File: src/rtl/spq_pkg.sv
// ============================================================================
// spq_pkg
// Shared types and constants for the sorted priority queue cell chain.
// ============================================================================
package spq_pkg;

    localparam int CAPACITY_DEF = 16;
    localparam int DATA_W       = 32;
    localparam int COUNT_OUT_W  = 5;

    typedef enum logic {
        OP_INSERT = 1'b0,
        OP_REMOVE = 1'b1
    } t_op;

    typedef enum logic [1:0] {
        ST_OK    = 2'd0,
        ST_EMPTY = 2'd1,
        ST_FULL  = 2'd2
    } t_status;

    // broadcast to every cell for one beat
    typedef struct packed {
        logic                     insert;
        logic                     remove;
        logic signed [DATA_W-1:0] value;
    } t_cell_ctl;

    // what a cell shows its neighbors
    typedef struct packed {
        logic                     valid;
        logic                     ge;     // held entry >= inserted value
        logic signed [DATA_W-1:0] data;
    } t_cell_link;

endpackage

File: src/rtl/spq_cell.sv
// ============================================================================
// spq_cell
// One slot of the sorted chain: holds one entry and shifts with its neighbors.
// ============================================================================
module spq_cell (
    input  logic               i_clk,
    input  logic               i_rst_n,
    input  spq_pkg::t_cell_ctl  i_ctl,
    input  spq_pkg::t_cell_link i_left,
    input  spq_pkg::t_cell_link i_right,
    output spq_pkg::t_cell_link o_link
);
    import spq_pkg::*;

    logic                     r_valid;
    logic                     n_valid;
    logic signed [DATA_W-1:0] r_data;
    logic signed [DATA_W-1:0] n_data;
    logic                     w_ge;

    assign w_ge = r_valid && (r_data >= i_ctl.value);

    always_comb begin
        n_valid = r_valid;
        n_data  = r_data;
        if (i_ctl.insert) begin
            // keep if we sort ahead of the new value, else take it or the left entry
            n_valid = r_valid | i_left.valid;
            if (!w_ge) begin
                n_data = i_left.ge ? i_ctl.value : i_left.data;
            end
        end else if (i_ctl.remove) begin
            n_valid = i_right.valid;
            n_data  = i_right.data;
        end
    end

    always_ff @(posedge i_clk) begin
        if (!i_rst_n) begin
            r_valid <= 1'b0;
        end else begin
            r_valid <= n_valid;
        end
    end

    always_ff @(posedge i_clk) begin
        r_data <= n_data;
    end

    assign o_link = '{valid: r_valid, ge: w_ge, data: r_data};

endmodule

File: src/rtl/sorted_priority_queue_unit.sv
// ============================================================================
// sorted_priority_queue_unit
// Max-priority queue kept sorted in descending order in a chain of cells.
// ============================================================================
//  channel   signals                                   handshake
//  command   start, i_op, i_value                      start && !busy
//  result    o_removed_value, o_removed_valid,         o_done, one cycle
//            o_status, o_entry_count, o_top_value
//
//  One beat per cycle: every cell compares and shifts in parallel, so busy
//  stays low and a command is taken on any cycle.
//  The result appears in the cycle after the command, on registered outputs.
//  Reset clears the cell valid bits and the count; entry data is not reset.
//  The receiver cannot stall; each result shows for exactly one cycle.
// ============================================================================
module sorted_priority_queue_unit #(
    parameter int CAPACITY = spq_pkg::CAPACITY_DEF
) (
    input  logic                            i_clk,
    input  logic                            i_rst_n,
    input  logic                            start,
    output logic                            busy,
    input  logic                            i_op,
    input  logic signed [spq_pkg::DATA_W-1:0] i_value,
    output logic                            o_done,
    output logic signed [spq_pkg::DATA_W-1:0] o_removed_value,
    output logic                            o_removed_valid,
    output logic [1:0]                      o_status,
    output logic [spq_pkg::COUNT_OUT_W-1:0] o_entry_count,
    output logic signed [spq_pkg::DATA_W-1:0] o_top_value
);
    import spq_pkg::*;

    localparam int CNT_W = $clog2(CAPACITY + 1);

    t_cell_ctl  w_ctl;
    t_cell_link w_link  [CAPACITY];
    t_cell_link w_left  [CAPACITY];
    t_cell_link w_right [CAPACITY];

    logic [CNT_W-1:0]         r_count;
    logic [CNT_W-1:0]         n_count;
    logic                     w_full;
    logic                     w_empty;
    logic                     w_ins_ok;
    logic                     w_rem_ok;

    logic                     r_done;
    logic signed [DATA_W-1:0] r_removed_value;
    logic signed [DATA_W-1:0] n_removed_value;
    logic                     r_removed_valid;
    t_status                  r_status;
    t_status                  n_status;
    logic signed [DATA_W-1:0] r_top;
    logic signed [DATA_W-1:0] n_top;

    assign busy    = 1'b0;
    assign w_full  = (r_count == CNT_W'(CAPACITY));
    assign w_empty = (r_count == '0);
    assign w_ins_ok = start && (t_op'(i_op) == OP_INSERT) && !w_full;
    assign w_rem_ok = start && (t_op'(i_op) == OP_REMOVE) && !w_empty;

    assign w_ctl = '{insert: w_ins_ok, remove: w_rem_ok, value: i_value};

    genvar gi;
    generate
        for (gi = 0; gi < CAPACITY; gi++) begin : g_cell
            if (gi == 0) begin : g_head
                // virtual entry ahead of the head sorts above everything
                assign w_left[gi] = '{valid: 1'b1, ge: 1'b1, data: '0};
            end else begin : g_mid
                assign w_left[gi] = w_link[gi-1];
            end
            if (gi == CAPACITY - 1) begin : g_tail
                assign w_right[gi] = '{valid: 1'b0, ge: 1'b0, data: '0};
            end else begin : g_next
                assign w_right[gi] = w_link[gi+1];
            end
            spq_cell u_cell (
                .i_clk   (i_clk),
                .i_rst_n (i_rst_n),
                .i_ctl   (w_ctl),
                .i_left  (w_left[gi]),
                .i_right (w_right[gi]),
                .o_link  (w_link[gi])
            );
        end
    endgenerate

    always_comb begin
        n_count         = r_count;
        n_status        = ST_OK;
        n_removed_value = '0;
        if (w_ins_ok) begin
            n_count = r_count + 1'b1;
        end else if (w_rem_ok) begin
            n_count         = r_count - 1'b1;
            n_removed_value = w_link[0].data;
        end else if (start) begin
            n_status = (t_op'(i_op) == OP_INSERT) ? ST_FULL : ST_EMPTY;
        end
    end

    // head of the queue after this beat
    always_comb begin
        n_top = w_link[0].valid ? w_link[0].data : '0;
        if (w_ins_ok) begin
            n_top = w_link[0].ge ? w_link[0].data : i_value;
        end else if (w_rem_ok) begin
            n_top = w_link[1].valid ? w_link[1].data : '0;
        end
    end

    always_ff @(posedge i_clk) begin
        if (!i_rst_n) begin
            r_count <= '0;
            r_done  <= 1'b0;
        end else begin
            r_count <= n_count;
            r_done  <= start;
        end
    end

    always_ff @(posedge i_clk) begin
        if (start) begin
            r_removed_value <= n_removed_value;
            r_removed_valid <= w_rem_ok;
            r_status        <= n_status;
            r_top           <= n_top;
        end
    end

    assign o_done          = r_done;
    assign o_removed_value = r_removed_value;
    assign o_removed_valid = r_removed_valid;
    assign o_status        = r_status;
    assign o_entry_count   = COUNT_OUT_W'(r_count);
    assign o_top_value     = r_top;

endmodule

File: config.mk
export PLATFORM = sky130hd
export DESIGN_NAME = sorted_priority_queue_unit
export DESIGN_NICKNAME = d
export VERILOG_FILES = /design/src/rtl/spq_pkg.sv /design/src/rtl/spq_cell.sv /design/src/rtl/sorted_priority_queue_unit.sv
export SDC_FILE = /design/constraint.sdc
export NUM_CORES = 2
export LEC_CHECK = 0
export BUFFER_PORTS_ARGS = -buffer_cell sky130_fd_sc_hd__buf_4
export CAP_MARGIN = 20
export CORE_ASPECT_RATIO = 0.8
export CORE_MARGIN = 2
export CORE_UTILIZATION = 47
export DETAILED_ROUTE_END_ITERATION = 8
export PLACE_DENSITY = 0.65
export SETUP_SLACK_MARGIN = 0.5
export SLEW_MARGIN = 0
export SYNTH_ARGS = -nofsm -noshare
export SYNTH_HDL_FRONTEND = slang
export SYNTH_SLANG_ARGS = --single-unit
File: constraint.sdc
create_clock -name i_clk -period 5.9 [get_ports i_clk]
set_input_delay 0.885 -clock i_clk [delete_from_list [all_inputs] [get_ports i_clk]]
set_output_delay 0.885 -clock i_clk [all_outputs]
set_load 0.005 [all_outputs]
==> flow_summary.toml <==
[critical_path]
regToRegSetupSlack_ns = 1.53
r2r_cells = 8
cp_common_cell = "buf_4"
cp.depth = 13
crit_start = "i_value[13]"
cp-end-kind = "flop"
r2r_start = "g_cell[1].u_cell.r_data[31]"
timing.rr.end = "g_cell[1].u_cell.r_data[5]"
critPathMaxStageDelay_ns = 0.97
cp_cell_sequence = "buf_4 > inv_1 > ha_1 > and3_1 > nand4_1 > or3_1 > a2111oi_0 > or4b_2 > o211ai_1 > buf_4 > buf_4 > nand3_1 > o211ai_1"
crit_required_ns = 6.25
cp-start-kind = "input pin"
worstPathArrival_ns = 4.92
slowest_stage = "a2111oi_0"
cp_num_buf_inv = 4
crit_family = "buffers and inverters"
worstSetupPathType = "in -> reg"
cp_max_fo = 39
worstSetupEndpoint = "g_cell[12].u_cell.r_data[4]"

[global_routing]
overflow = 0
grtUsageTotal = 0.285
grt_pass1_vias = 30600
grt_max_degree = 110
grt_pass1_wl_um = 193000
grt_antenna_before_repair = 1

[place]
dp_cells = 4768
portBuffers = 108
place_hpwl_um = 94000
place_area_um2 = 42000
gp_congestion = 0.907

[final_layout]
area_delta_synth_final_pct = 11.2
instances_no_fill = 4894
final_util = 0.527
finish.net_count = 4277
design_area_um2 = 44300
drive_gt1_frac = 0.0956
layout_common_cells = "579 x edfxtp_1, 515 x ha_1, 353 x nor2_1"
layout_commonest_cell = "edfxtp_1"

[sta]
hold_viol = 0
finalCritPeriodShare = 0.774
relSlewSlack = 0.223
tns_ns = 0
rsz0062_at_grt = "no"
finalCriticalPeriod_ns = 4.57
tightest_slew_ns = 1.16
max_freq_mhz = 219
slew_viol_final = 0
finalSetupViolCount = 0
skew_ns = 0.0240

[synth]
yosys_warnings = 0
synth_edf_count = 579
synth_ff_type = "edfxtp_1"
yosysSeqAreaShare = 0.447
synthCells = 3703
syn_area_um2 = 39900
syn_area_per_cell_um2 = 10.8
synth_nets = 4255
async_reset_ff_frac = 0
ys_ff_latch = 601
synth_cell_types = 69

[clocking]
cts.clk_slew.worst_paths_ns = 0.06
htree_levels = 3
post_cts_resized = 0
cts_buffers = 70
cts_setup_buffers = 0
cts-root-buf = "clkbuf_16"
insertion_delay_ns = 0.65
cts.sinks = 601
cts_buffer_depth = 3
hold_buffers = 0
cts_tree = "yes"

[drt]
wl_um = 128000
dr_wl_met3_um = 12500
dr.first_iter.drc_count = 4090
vias_per_cell = 6.67
drt_pass1_iterations = 6
drc = 0
dr_total_vias = 32700
wl_met1_um = 58800
top_layer_used = "met5"
wl_per_cell_um = 26.1
wl_met2_um = 54600
ant_nets = 0

[floorplan]
die_w_um = 330
fp.dieH_um = 264
io-pin-count = 110
die-area_um2 = 87200
start_util = 0.474
rows = 95
coreArea_um2 = 84000

[hold_path]
hold_class = "reg -> reg"

[job]
cap_violations = 0

[power_and_ir_drop]
power.leakage_nw = 17.7
ir_drop_uv = 317
p_per_area_nw_per_um2 = 386

[outcome]
status = "completed"
[per-layer routing]
layer,GRT usage,up-vias
met4,0.0484,2
met5,0,-
met1,0.441,16000
met3,0.0617,134
li1,-,14900
met2,0.410,1621
[registers in the layout, summed over array words and instances (netlist names)]
signal / flops
o_removed_valid: 1
o_top_value: 32
o_entry_count: 5
g_cell.u_cell.r_data: 512
o_status: 2
g_cell.u_cell.r_valid: 16
o_done: 1
o_removed_value: 32
[metrics by stage]
stage	total power [mW]	hold slack [ns]	setup slack, ns
after floorplan	10.4	0.448	0.925
after global placement	12.2	0.469	0.933
after detailed placement	12.4	0.476	0.916
after CTS	17.0	0.478	1.56
after global routing	17.9	0.497	1.18
final	17.1	0.482	1.33
[worst register-to-register path, cell delays in order, from the launching register on]
cell	delay, ns
edfxtp_1	0.44
ha_1	0.54
nand4_1	0.26
or4_1	0.77
nand3b_1	0.28
o41ai_1	0.67
or3_1	0.24
a31oi_2	0.11
or2_2	0.67
[how the worst min path moves through the flow]
stage               cells past startpoint                 startpoint                         to  slack, ns
detailed placement                      2  g_cell[15].u_cell.r_valid  g_cell[15].u_cell.r_valid       0.48
global route                            2                    i_rst_n                     o_done       0.50
CTS                                     2                    i_rst_n                     o_done       0.48
finish                                  2  g_cell[15].u_cell.r_valid  g_cell[15].u_cell.r_valid       0.48
global placement                        2  g_cell[15].u_cell.r_valid  g_cell[15].u_cell.r_valid       0.47
floorplan                               2  g_cell[14].u_cell.r_valid  g_cell[15].u_cell.r_valid       0.45
[synthesized netlist by cell type, types with 16 or more instances]
| cell | instances | area [µm²] |
|---|---|---|
| a21o_1 | 116 | 871 |
| a21oi_1 | 193 | 966 |
| a221o_1 | 342 | 3420 |
| a221oi_1 | 23 | 201 |
| a22oi_1 | 97 | 728 |
| and2_1 | 70 | 438 |
| buf_1 | 36 | 135 |
| clkbuf_1 | 212 | 796 |
| dfxtp_1 | 22 | 440 |
| edfxtp_1 | 579 | 17400 |
| ha_1 | 515 | 6440 |
| inv_1 | 113 | 424 |
| mux2i_1 | 39 | 390 |
| nand2_1 | 240 | 901 |
| nand3_1 | 113 | 566 |
| nand4_1 | 169 | 1060 |
| nand4b_1 | 31 | 272 |
| nor2_1 | 359 | 1350 |
| nor3_1 | 20 | 100 |
| o211ai_1 | 110 | 826 |
| o21ai_0 | 77 | 385 |
| o221ai_1 | 34 | 298 |
| or2_2 | 16 | 100 |
[cell families (layout without fill, tap and decap cells)]
family	after synthesis	count (layout)	synth area share
AOI/OAI and AO/OA	1068	1068	0.208
xor gates and xnor gates	3	3	0.000659
adders and majority gates	516	516	0.162
buffers and inverters	374	449	0.0370
DFF	601	601	0.447
muxes	41	41	0.0104
other	1	2	0.0000941
and+or+nand+nor	1099	1099	0.134
[final cells by class]
class / instances / area (µm²)
Fill cell: 7313 / 39700
Multi-Input combinational cell: 2728 / 20700
Sequential cell: 601 / 17800
Clock buffer: 83 / 1860
Timing Repair Buffer: 209 / 1650
Tap cell: 1115 / 1400
Clock inverter: 42 / 483
Inverter: 115 / 439
Antenna cell: 1 / 2.50
[power breakdown]
group          total, mW  switching, mW  internal (mW)  leakage, nW
clock network       4.62           1.92           2.70         1.15
registers           7.18          0.989           6.19         5.80
logic               5.32           3.18           2.14         10.8
total               17.1           6.09           11.0         17.7
(Power assumes the default switching activity.)
